$ cat src/rtl/necir_pkg.sv
// ----------------------------------------------------------------------------
// necir_pkg
// Shared types and constants of the NEC infrared frame decoder.
// ----------------------------------------------------------------------------
package necir_pkg;

    // Every duration is an unsigned count of 1 us ticks.
    localparam int TICK_W    = 15;
    localparam int CODE_W    = 32;
    localparam int CFG_IDX_W = 3;

    // Configuration register indexes.
    localparam logic [CFG_IDX_W-1:0] REG_TOLERANCE    = 3'd0;
    localparam logic [CFG_IDX_W-1:0] REG_LEADER_MARK  = 3'd1;
    localparam logic [CFG_IDX_W-1:0] REG_LEADER_SPACE = 3'd2;
    localparam logic [CFG_IDX_W-1:0] REG_REPEAT_SPACE = 3'd3;
    localparam logic [CFG_IDX_W-1:0] REG_BIT_MARK     = 3'd4;
    localparam logic [CFG_IDX_W-1:0] REG_ONE_SPACE    = 3'd5;
    localparam logic [CFG_IDX_W-1:0] REG_ZERO_SPACE   = 3'd6;

    // Register values after reset.
    localparam logic [TICK_W-1:0] RST_TOLERANCE    = 15'd200;
    localparam logic [TICK_W-1:0] RST_LEADER_MARK  = 15'd9000;
    localparam logic [TICK_W-1:0] RST_LEADER_SPACE = 15'd4500;
    localparam logic [TICK_W-1:0] RST_REPEAT_SPACE = 15'd2250;
    localparam logic [TICK_W-1:0] RST_BIT_MARK     = 15'd560;
    localparam logic [TICK_W-1:0] RST_ONE_SPACE    = 15'd1690;
    localparam logic [TICK_W-1:0] RST_ZERO_SPACE   = 15'd560;

    localparam logic [CODE_W-1:0] REPEAT_CODE = 32'hFFFF_FFFF;

    typedef enum logic [1:0] {
        STATUS_REJECT = 2'd0,
        STATUS_DATA   = 2'd1,
        STATUS_REPEAT = 2'd2
    } t_status;

    // Window hits of one symbol against every expected duration.
    typedef struct packed {
        logic leader_mark;
        logic repeat_space;
        logic leader_space;
        logic bit_mark;
        logic one_space;
        logic zero_space;
    } t_match;

    typedef struct packed {
        t_status            status;
        logic [CODE_W-1:0]  code;
    } t_result;

endpackage

$ cat src/rtl/necir_window.sv
// ----------------------------------------------------------------------------
// necir_window
// Checks that a duration lies within expected +/- tolerance, the lower
// bound held at zero.
// ----------------------------------------------------------------------------
module necir_window (
    input  logic [necir_pkg::TICK_W-1:0] i_ticks,
    input  logic [necir_pkg::TICK_W-1:0] i_expect,
    input  logic [necir_pkg::TICK_W-1:0] i_tol,
    output logic                         o_hit
);

    logic [necir_pkg::TICK_W-1:0] w_low;
    logic [necir_pkg::TICK_W:0]   w_high;

    always_comb begin
        w_low  = (i_expect > i_tol) ? (i_expect - i_tol) : '0;
        w_high = {1'b0, i_expect} + {1'b0, i_tol};
        o_hit  = (i_ticks >= w_low) && ({1'b0, i_ticks} <= w_high);
    end

endmodule

$ cat src/rtl/necir_frame.sv
// ----------------------------------------------------------------------------
// necir_frame
// Frame state: symbol count, collected bits and the failure and repeat
// flags. Builds the result that a last symbol would give.
// ----------------------------------------------------------------------------
module necir_frame #(
    parameter int CODE_BITS   = 32,
    parameter int MIN_SYMBOLS = 34
) (
    input  logic                i_clk,
    input  logic                i_rst_n,
    input  logic                i_step,
    input  logic                i_last,
    input  necir_pkg::t_match   i_match,
    output necir_pkg::t_result  o_result
);

    localparam int SAT_COUNT = (MIN_SYMBOLS > CODE_BITS + 1) ? MIN_SYMBOLS : CODE_BITS + 1;
    localparam int IDX_W     = $clog2(SAT_COUNT + 1);

    logic [IDX_W-1:0]     r_idx, n_idx;
    logic [CODE_BITS-1:0] r_shift, n_shift;
    logic                 r_fail, n_fail;
    logic                 r_rep, n_rep;

    always_comb begin
        n_fail  = r_fail;
        n_rep   = r_rep;
        n_shift = r_shift;

        if (!r_fail && !r_rep) begin
            if (r_idx == '0) begin
                if (!i_match.leader_mark) begin
                    n_fail = 1'b1;
                end else if (i_match.repeat_space) begin
                    n_rep = 1'b1;
                end else if (!i_match.leader_space) begin
                    n_fail = 1'b1;
                end
            end else if (r_idx <= IDX_W'(CODE_BITS)) begin
                if (!i_match.bit_mark) begin
                    n_fail = 1'b1;
                end else if (i_match.one_space) begin
                    for (int j = 0; j < CODE_BITS; j++) begin
                        if (r_idx == IDX_W'(j + 1)) begin
                            n_shift[j] = 1'b1;
                        end
                    end
                end else if (!i_match.zero_space) begin
                    n_fail = 1'b1;
                end
            end
        end

        n_idx = (r_idx < IDX_W'(SAT_COUNT)) ? r_idx + IDX_W'(1) : r_idx;

        o_result.code = '0;
        if (n_idx < IDX_W'(MIN_SYMBOLS) || n_fail) begin
            o_result.status = necir_pkg::STATUS_REJECT;
        end else if (n_rep) begin
            o_result.status = necir_pkg::STATUS_REPEAT;
            o_result.code   = necir_pkg::REPEAT_CODE;
        end else begin
            o_result.status = necir_pkg::STATUS_DATA;
            o_result.code[CODE_BITS-1:0] = n_shift;
        end
    end

    always_ff @(posedge i_clk) begin
        if (!i_rst_n) begin
            r_idx   <= '0;
            r_shift <= '0;
            r_fail  <= 1'b0;
            r_rep   <= 1'b0;
        end else if (i_step) begin
            if (i_last) begin
                r_idx   <= '0;
                r_shift <= '0;
                r_fail  <= 1'b0;
                r_rep   <= 1'b0;
            end else begin
                r_idx   <= n_idx;
                r_shift <= n_shift;
                r_fail  <= n_fail;
                r_rep   <= n_rep;
            end
        end
    end

    // A frame never carries both flags from the leader symbol.
    a_flags_exclusive: assert property (@(posedge i_clk) disable iff (!i_rst_n)
        !(r_fail && r_rep))
        else $error("frame failed and repeat flags both set");

    // Bits are only collected while the frame is a data frame that has not failed.
    a_shift_frozen: assert property (@(posedge i_clk) disable iff (!i_rst_n)
        (i_step && !i_last && (r_fail || r_rep)) |=> $stable(r_shift))
        else $error("data bits changed after the frame stopped collecting");

    // The count restarts after every last symbol.
    a_count_restart: assert property (@(posedge i_clk) disable iff (!i_rst_n)
        (i_step && i_last) |=> (r_idx == '0))
        else $error("symbol count not cleared after a frame ended");

endmodule

$ cat src/rtl/nec_ir_frame_decoder.sv
// ----------------------------------------------------------------------------
// nec_ir_frame_decoder
// Decodes NEC infrared frames from a stream of mark/space symbol durations.
// ----------------------------------------------------------------------------
// Usage:
// Each request on the slave stream is one received IR symbol: tdata carries
// the mark and space durations in 1 us ticks, and tlast marks the final
// symbol of a frame. Only a last symbol produces a request on the master
// stream: tuser gives the status (rejected, data code or repeat code) and
// tdata the 32-bit code, LSB first as received.
// The seven timing registers are written over the plain write port while
// the decoder is idle; they reset to the standard NEC timing.
// A symbol is captured in an input register, then the window compares and
// state update move it on, and a last symbol's result is registered in the
// output register. One symbol is taken every cycle unless a last symbol waits.
// When the receiver stalls, the finished result waits in the output
// register; symbols that are not last keep flowing through, and the input
// stage holds only a next last symbol until the output register is free.
// Synchronous active-low reset clears the frame state, empties both stages
// and restores the register defaults.
// ----------------------------------------------------------------------------
module nec_ir_frame_decoder #(
    parameter int CODE_BITS   = 32,
    parameter int MIN_SYMBOLS = 34
) (
    input  logic        i_clk,
    input  logic        i_rst_n,
    // Configuration write port.
    input  logic                            i_cfg_wr_en,
    input  logic [necir_pkg::CFG_IDX_W-1:0] i_cfg_index,
    input  logic [necir_pkg::TICK_W-1:0]    i_cfg_data,
    // Symbol input.
    input  logic        s_axis_tvalid,
    output logic        s_axis_tready,
    input  logic [31:0] s_axis_tdata,   // [14:0] mark_ticks, [29:15] space_ticks
    input  logic        s_axis_tlast,   // last_symbol
    // Result output.
    output logic        m_axis_tvalid,
    input  logic        m_axis_tready,
    output logic [31:0] m_axis_tdata,   // [31:0] code
    output logic [1:0]  m_axis_tuser    // [1:0] status
);

    localparam int TW = necir_pkg::TICK_W;

    // Timing registers.
    logic [TW-1:0] r_tol, r_leader_mark, r_leader_space, r_repeat_space;
    logic [TW-1:0] r_bit_mark, r_one_space, r_zero_space;

    always_ff @(posedge i_clk) begin
        if (!i_rst_n) begin
            r_tol          <= necir_pkg::RST_TOLERANCE;
            r_leader_mark  <= necir_pkg::RST_LEADER_MARK;
            r_leader_space <= necir_pkg::RST_LEADER_SPACE;
            r_repeat_space <= necir_pkg::RST_REPEAT_SPACE;
            r_bit_mark     <= necir_pkg::RST_BIT_MARK;
            r_one_space    <= necir_pkg::RST_ONE_SPACE;
            r_zero_space   <= necir_pkg::RST_ZERO_SPACE;
        end else if (i_cfg_wr_en) begin
            case (i_cfg_index)
                necir_pkg::REG_TOLERANCE:    r_tol          <= i_cfg_data;
                necir_pkg::REG_LEADER_MARK:  r_leader_mark  <= i_cfg_data;
                necir_pkg::REG_LEADER_SPACE: r_leader_space <= i_cfg_data;
                necir_pkg::REG_REPEAT_SPACE: r_repeat_space <= i_cfg_data;
                necir_pkg::REG_BIT_MARK:     r_bit_mark     <= i_cfg_data;
                necir_pkg::REG_ONE_SPACE:    r_one_space    <= i_cfg_data;
                necir_pkg::REG_ZERO_SPACE:   r_zero_space   <= i_cfg_data;
                default: ;
            endcase
        end
    end

    // Input stage.
    logic          r_in_valid;
    logic [TW-1:0] r_mark, r_space;
    logic          r_in_last;

    // Output stage.
    logic               r_out_valid;
    necir_pkg::t_result r_out;

    logic w_out_free;
    logic w_advance;

    // A symbol that is not last leaves the input stage regardless of the
    // output; a last symbol needs the output register to be free.
    assign w_out_free    = !r_out_valid || m_axis_tready;
    assign w_advance     = r_in_valid && (!r_in_last || w_out_free);
    assign s_axis_tready = !r_in_valid || w_advance;

    always_ff @(posedge i_clk) begin
        if (!i_rst_n) begin
            r_in_valid <= 1'b0;
        end else if (s_axis_tready) begin
            r_in_valid <= s_axis_tvalid;
        end
    end

    always_ff @(posedge i_clk) begin
        if (s_axis_tvalid && s_axis_tready) begin
            r_mark    <= s_axis_tdata[TW-1:0];
            r_space   <= s_axis_tdata[2*TW-1:TW];
            r_in_last <= s_axis_tlast;
        end
    end

    // Window compares for the symbol in the input stage.
    necir_pkg::t_match w_match;

    necir_window u_win_leader_mark (
        .i_ticks(r_mark),  .i_expect(r_leader_mark),  .i_tol(r_tol),
        .o_hit(w_match.leader_mark));
    necir_window u_win_repeat_space (
        .i_ticks(r_space), .i_expect(r_repeat_space), .i_tol(r_tol),
        .o_hit(w_match.repeat_space));
    necir_window u_win_leader_space (
        .i_ticks(r_space), .i_expect(r_leader_space), .i_tol(r_tol),
        .o_hit(w_match.leader_space));
    necir_window u_win_bit_mark (
        .i_ticks(r_mark),  .i_expect(r_bit_mark),     .i_tol(r_tol),
        .o_hit(w_match.bit_mark));
    necir_window u_win_one_space (
        .i_ticks(r_space), .i_expect(r_one_space),    .i_tol(r_tol),
        .o_hit(w_match.one_space));
    necir_window u_win_zero_space (
        .i_ticks(r_space), .i_expect(r_zero_space),   .i_tol(r_tol),
        .o_hit(w_match.zero_space));

    necir_pkg::t_result w_result;

    necir_frame #(
        .CODE_BITS  (CODE_BITS),
        .MIN_SYMBOLS(MIN_SYMBOLS)
    ) u_frame (
        .i_clk   (i_clk),
        .i_rst_n (i_rst_n),
        .i_step  (w_advance),
        .i_last  (r_in_last),
        .i_match (w_match),
        .o_result(w_result)
    );

    always_ff @(posedge i_clk) begin
        if (!i_rst_n) begin
            r_out_valid <= 1'b0;
        end else if (w_advance && r_in_last) begin
            r_out_valid <= 1'b1;
        end else if (m_axis_tready) begin
            r_out_valid <= 1'b0;
        end
    end

    always_ff @(posedge i_clk) begin
        if (w_advance && r_in_last) begin
            r_out <= w_result;
        end
    end

    assign m_axis_tvalid = r_out_valid;
    assign m_axis_tdata  = r_out.code;
    assign m_axis_tuser  = r_out.status;

    // A rejected frame always reports a zero code.
    a_reject_zero: assert property (@(posedge i_clk) disable iff (!i_rst_n)
        (r_out_valid && r_out.status == necir_pkg::STATUS_REJECT) |-> (r_out.code == '0))
        else $error("rejected frame with nonzero code");

    // A repeat frame always reports the all-ones code.
    a_repeat_ones: assert property (@(posedge i_clk) disable iff (!i_rst_n)
        (r_out_valid && r_out.status == necir_pkg::STATUS_REPEAT)
            |-> (r_out.code == necir_pkg::REPEAT_CODE))
        else $error("repeat frame without the all-ones code");

    // A last symbol never overwrites a result the receiver has not taken.
    a_no_overwrite: assert property (@(posedge i_clk) disable iff (!i_rst_n)
        (r_out_valid && !m_axis_tready) |-> !(w_advance && r_in_last))
        else $error("pending result overwritten");

    // A held symbol stays in the input stage until it moves on.
    a_input_hold: assert property (@(posedge i_clk) disable iff (!i_rst_n)
        (r_in_valid && !w_advance) |=> r_in_valid)
        else $error("input symbol lost while waiting");

endmodule

$ cat config.mk
export PLATFORM = sky130hd
export DESIGN_NAME = nec_ir_frame_decoder
export DESIGN_NICKNAME = d
export VERILOG_FILES = /design/src/rtl/necir_pkg.sv /design/src/rtl/necir_window.sv /design/src/rtl/necir_frame.sv /design/src/rtl/nec_ir_frame_decoder.sv
export SDC_FILE = /design/constraint.sdc
export NUM_CORES = 1
export LEC_CHECK = 0
export BUFFER_PORTS_ARGS = -buffer_cell sky130_fd_sc_hd__buf_2
export CELL_PAD_IN_SITES_DETAIL_PLACEMENT = 0
export CELL_PAD_IN_SITES_GLOBAL_PLACEMENT = 1
export CORE_MARGIN = 2
export CORE_UTILIZATION = 45
export CTS_BUF_LIST = sky130_fd_sc_hd__clkbuf_4 sky130_fd_sc_hd__clkbuf_8
export DETAILED_ROUTE_END_ITERATION = 8
export GPL_TIMING_DRIVEN = 0
export PLACE_DENSITY = 0.74
export SYNTH_ARGS = -nofsm -noshare
export SYNTH_HDL_FRONTEND = slang
export SYNTH_HIERARCHICAL = 1
export SYNTH_SLANG_ARGS = --single-unit
export TNS_END_PERCENT = 30
$ cat constraint.sdc
create_clock -name i_clk -period 9.3 [get_ports i_clk]
set_input_delay 0.465 -clock i_clk [delete_from_list [all_inputs] [get_ports i_clk]]
set_output_delay 0.465 -clock i_clk [all_outputs]
set_load 0.01 [all_outputs]
Word level (Yosys, flattened, before mapping) --
Index checks and enable logic that the tools add are counted.
Word-level totals: flip-flop bits (word level) 212, bits in latches 0, memory bits (writable) 0, memory bits (read-only) 0, output and inout port bits 36, logic and storage cells 183, memories 0
Cells by class: add/subtract/negate cells 13, multiply operators 0, div/mod/pow operators 0, $lt $le $gt $ge 21, equal/unequal tests 38, shift operators 0, multiplexer cells 64, bitwise gates (word level) 0, reductions and logical operators 29
Operators by type and width (number):
- $mux 32 | 6
- $add 15x15->16 | 6
- $eq 6x5->1 const B | 16
- $le 15x16->1 | 6
- $ge 15x15->1 | 6
- $gt 15x15->1 | 6
- $mux 15 | 6
- $sub 15x15->15 | 6
- $mux 1 | 49
- $eq 6x4->1 const B | 8
- $mux 34 | 1
- $eq 6x3->1 const B | 4
- $reduce_and 2->1 | 7
- $eq 6x2->1 const B | 2
- $lt 6x6->1 const B | 2
- $mux 6 | 2
- $logic_and 1x1->1 | 10
- $eq 3x3->1 const B | 3
- $add 6x1->6 const B | 1
- $eq 3x2->1 const B | 2
- $eq 6x1->1 const B | 1
- $eq 6x6->1 const B | 1
- $le 6x6->1 const B | 1
- $logic_not 6->1 | 1
- 5 further kinds | 12

Longest topological paths before layout --
word-level depth 11, gate-level depth with buffers 24, mapped depth without buffers 22

Cells and area by module --
The synthesis kept the hierarchy.
Modules (own cells, without submodules):
- nec_ir_frame_decoder | instances 1, cells an instance 460, area an instance 6068.3 um^2, sequential area each 4093.9 um^2
- necir_window (u_win_bit_mark ...) | instances 2, cells an instance 311, area an instance 2235.9 um^2, sequential area each 0.0 um^2
- necir_window (u_win_leader_space ...) | instances 2, cells an instance 309, area an instance 2229.6 um^2, sequential area each 0.0 um^2
- necir_window (u_win_repeat_space) | instances 1, cells an instance 310, area an instance 2331.0 um^2, sequential area each 0.0 um^2
- necir_window (u_win_zero_space) | instances 1, cells an instance 310, area an instance 2189.6 um^2, sequential area each 0.0 um^2
- necir_frame | instances 1, cells an instance 294, area an instance 2140.8 um^2, sequential area each 800.8 um^2

Worst setup path before layout --
Ideal clock, no wire load.
kind register to register, start register r_tol[1], end register r_out (netlist bit m_axis_tdata[22]), data pin, arrival 4736 ps, setup slack 4293 ps, stages on the path, launching flop included 22, path buffers 1, cell sequence dfxtp_1 > inv_1 > fa_1 > o21bai_1 > a21oi_1 > and3_1 > o41ai_2 > a2111oi_0 > nor3b_1 > ha_1 > nand4_1 > nor4_1 > a2111oi_0 > o31ai_1 > a2111oi_0 > nor2_1 > o21ai_0 > mux2i_1 > or3_1 > o211ai_2 > buf_6 > a21oi_1
RTL lines:
- start, declared | RTL line nec_ir_frame_decoder.sv:47 | logic [TW-1:0] r_tol, r_leader_mark, r_leader_space, r_repeat_space;
- start signal, assigned | RTL line nec_ir_frame_decoder.sv:52 | r_tol <= necir_pkg::RST_TOLERANCE;
- start signal, assigned | RTL line nec_ir_frame_decoder.sv:61 | necir_pkg::REG_TOLERANCE: r_tol <= i_cfg_data;
- end signal, assigned | RTL line nec_ir_frame_decoder.sv:155 | r_out <= w_result;
- end, declared | RTL line nec_ir_frame_decoder.sv:80 | necir_pkg::t_result r_out;

==> flow_summary.yaml <==
run_status:
  outcome: "finished clean"
grt:
  grt-ovfl-total: 0
  grt_pass1_wl_mm: 109
  antenna_found_initial: 3
  grt_pass1_vias: 19000
  grt_max_degree: 35
  grt.total_usage_pct: 28.3
timing:
  final_hold_viol_count: 0
  tightestPinTransition_ns: 1.36
  rsz0062_at_grt: "no"
  period_minus_slack_ns: 7.25
  fmax_ghz: 0.138
  slew_violations: 0
  finalClockSkew_ns: 0.0430
  fin_setup_tns_ns: 0
  max-slew-margin-rel_pct: 9.49
  final-setup-viol-count: 0
  fin_crit_sh_pct: 78.0
worst_setup_path:
  worst_r2r_endpoint: "m_axis_tdata[22]"
  cp_common_cell: "a21oi_1"
  max_stage_delay_ns: 1.22
  timing.rr.start: "r_tol[1]"
  regToRegSetupSlack_ns: 2.05
  slowest_stage: "dfxtp_1"
  critical_path.max_fanout: 19
  r2r_cells: 23
  required_ns: 9.71
  worstPathArrival_ns: 7.66
  worstSetupEndpointType: "flop"
  path_buf_inv: 3
  path_delay_family: "compound AO/OA/AOI/OAI gates"
  startpoint_type: "flop"
  crit_path_cell_trace: "inv_1, ha_1, nor2b_1, o211ai_1, nand3b_1, a21oi_1, a21oi_1, o41a_1, clkbuf_1, nand2_1, ha_1, nand3_1, nor2_1, o31a_1, o211ai_1, a21oi_1, a2bb2oi_1, o21ai_0, a311oi_1, or2_2, o211ai_2, buf_6, a21oi_1"
  crit_type: "flop to flop"
drt:
  dr_wl_met2_mm: 32.1
  dr.first_iter.drc_count: 1401
  route.met3.wl_mm: 3.59
  drc_errors: 0
  ant_nets: 0
  wl_per_cell_microns: 20.9
  met1Wirelength_mm: 33.3
  vias: 19700
  routed.top_layer: "met4"
  totalWireLength_mm: 71.1
  vias_per_cell: 5.78
  drtPass1Iterations: 5
synth:
  synth-edff-count: 65
  synth_area_leaders: "ha_1, dfxtp_1, edfxtp_1"
  syn-num-nets: 3046
  yosys.area.top_type: "ha_1"
  yosysMostFrequentCell: "ha_1"
  synthFlopType: "dfxtp_1"
  synth.distinct_cells: 96
  yosys_register_bits: 212
  syn_area_sq_um: 21700
  ys_seq_area_share_pct: 22.6
  netlist_top_cells_count: "ha_1, a21oi_1, nand2_1"
  async_flop_share_pct: 0
  synth.avg_cell_area_sq_um: 8.29
  synth_cells: 2614
  ys.warnings.count: 6
  netlist.area_leader.share_pct: 21.0
floorplanning:
  die_w_microns: 223
  fp-row-count: 80
  die_height_microns: 223
  start_util_pct: 45.5
  pin_count: 92
  dieArea_sq_um: 49900
  coreArea_sq_um: 47600
placement:
  dp.cells: 3315
  dp_hpwl_mm: 54.5
  port_buffers: 85
  place.gp.congestion: 0.939
clock_tree:
  clock_sinks: 212
  cts_hold_buf: 14
  cts.htree.levels: 2
  clkTransAtPathRegs_ns: 0.06
  post-cts-setup-buffers: 0
  cts_max_path_buffers: 3
  clockRootBuffer: "clkbuf_8"
  numCtsBuffers: 41
  clk_latency_ns: 0.60
  cts_tree: "done"
  cts_resized: 0
cells_and_area:
  fillers: 4624
  nets: 3189
  multi_input_area_sq_um: 15400
  drive_above_1_share_pct: 9.90
  stdcell_count: 3403
  synthToLayoutAreaGrowth_pct: 10.4
  ff_latch_area_sq_um: 4890
run:
  drv_cap: 0
min_path:
  whs_endpoint: "r_space[2]"
  hp-class: "input port to flop"
  hold_depth: 1
  hp-start: "s_axis_tdata[17]"
power_and_ir_drop:
  leakagePower_nw: 10.7
  max-vdd-ir-drop_uv: 110
  powerDensity_nw_per_um2: 116
  finalPower_mw: 2.77
==> layer usage <==
| layer | GRT usage [%] | up-vias |
|---|---|---|
| met3 | 3.67 | 113 |
| met4 | 9.14 | 0 |
| met1 | 38.7 | 9381 |
| met2 | 46.1 | 559 |
| li1 | - | 9611 |
| met5 | 0 | - |
==> cells in the final DEF (no fill, tap or decap), types with 43 or more instances in the layout <==
cell	Yosys	final
ha_1	364	364
a21oi_1	274	274
nand2_1	221	221
inv_1	195	195
nor2_1	175	174
dfxtp_1	147	147
buf_2	33	118
mux2i_1	113	113
o21ai_0	111	111
xnor2_1	105	105
nor2b_1	88	88
edfxtp_1	65	65
clkbuf_1	59	59
nor3_1	56	56
clkbuf_8	0	49
nand4_1	45	45
nand2b_1	44	44
a21o_1	44	44
nand3_1	43	43
==> worst max path at each step <==
stage	start	end	slack [ns]	depth (start not counted)
floorplan	r_tol[1]	m_axis_tdata[22]	4.29	21
global placement	r_tol[1]	m_axis_tdata[29]	2.15	23
detailed placement	r_tol[1]	m_axis_tdata[27]	2.21	23
CTS	r_tol[1]	m_axis_tdata[27]	2.19	23
global route	r_tol[1]	m_axis_tdata[23]	1.65	23
finish	r_tol[1]	m_axis_tdata[22]	2.05	23
==> cells by family after synthesis <==
kind of cell,after synthesis,synth area share (%)
fa+ha+maj,376,22.1
simple gates,806,19.0
xor+xnor,122,4.93
mux,115,5.33
compound gates,664,19.6
buf+inv,319,6.41
flops,212,22.6
==> power breakdown <==
| part | total, mW | internal [mW] | switching (mW) |
|---|---|---|---|
| registers | 1.03 | 0.974 | 0.0538 |
| logic | 0.726 | 0.298 | 0.428 |
| clock network | 1.02 | 0.564 | 0.452 |
| total | 2.77 | 1.84 | 0.934 |
==> metrics by stage <==
| step | util (%) | area [sq um] | hold WS, ns | setup slack [ns] |
|---|---|---|---|---|
| 2_1_floorplan | - | 21700 | 0.438 | 4.29 |
| 3_3_place_gp | 48.0 | 22900 | 0.450 | 2.15 |
| 3_5_place_dp | 48.0 | 22900 | 0.457 | 2.21 |
| 4_1_cts | 50.2 | 23900 | 0.00216 | 2.19 |
| 5_1_grt | 50.2 | 23900 | 0.0196 | 1.65 |
| 6_report | 50.2 | 23900 | 0.0313 | 2.05 |
==> layout make-up <==
class / instances / share of cell area [%]
tap: 615 / 3.22
sequential: 212 / 20.5
timing repair buffer: 100 / 2.48
clock buffer: 55 / 3.01
clock inverter: 18 / 0.680
antenna: 1 / 0.0105
inverter: 195 / 3.06
buffer: 124 / 2.75
multi-input combinational: 2083 / 64.3
(Power assumes the default switching activity.)
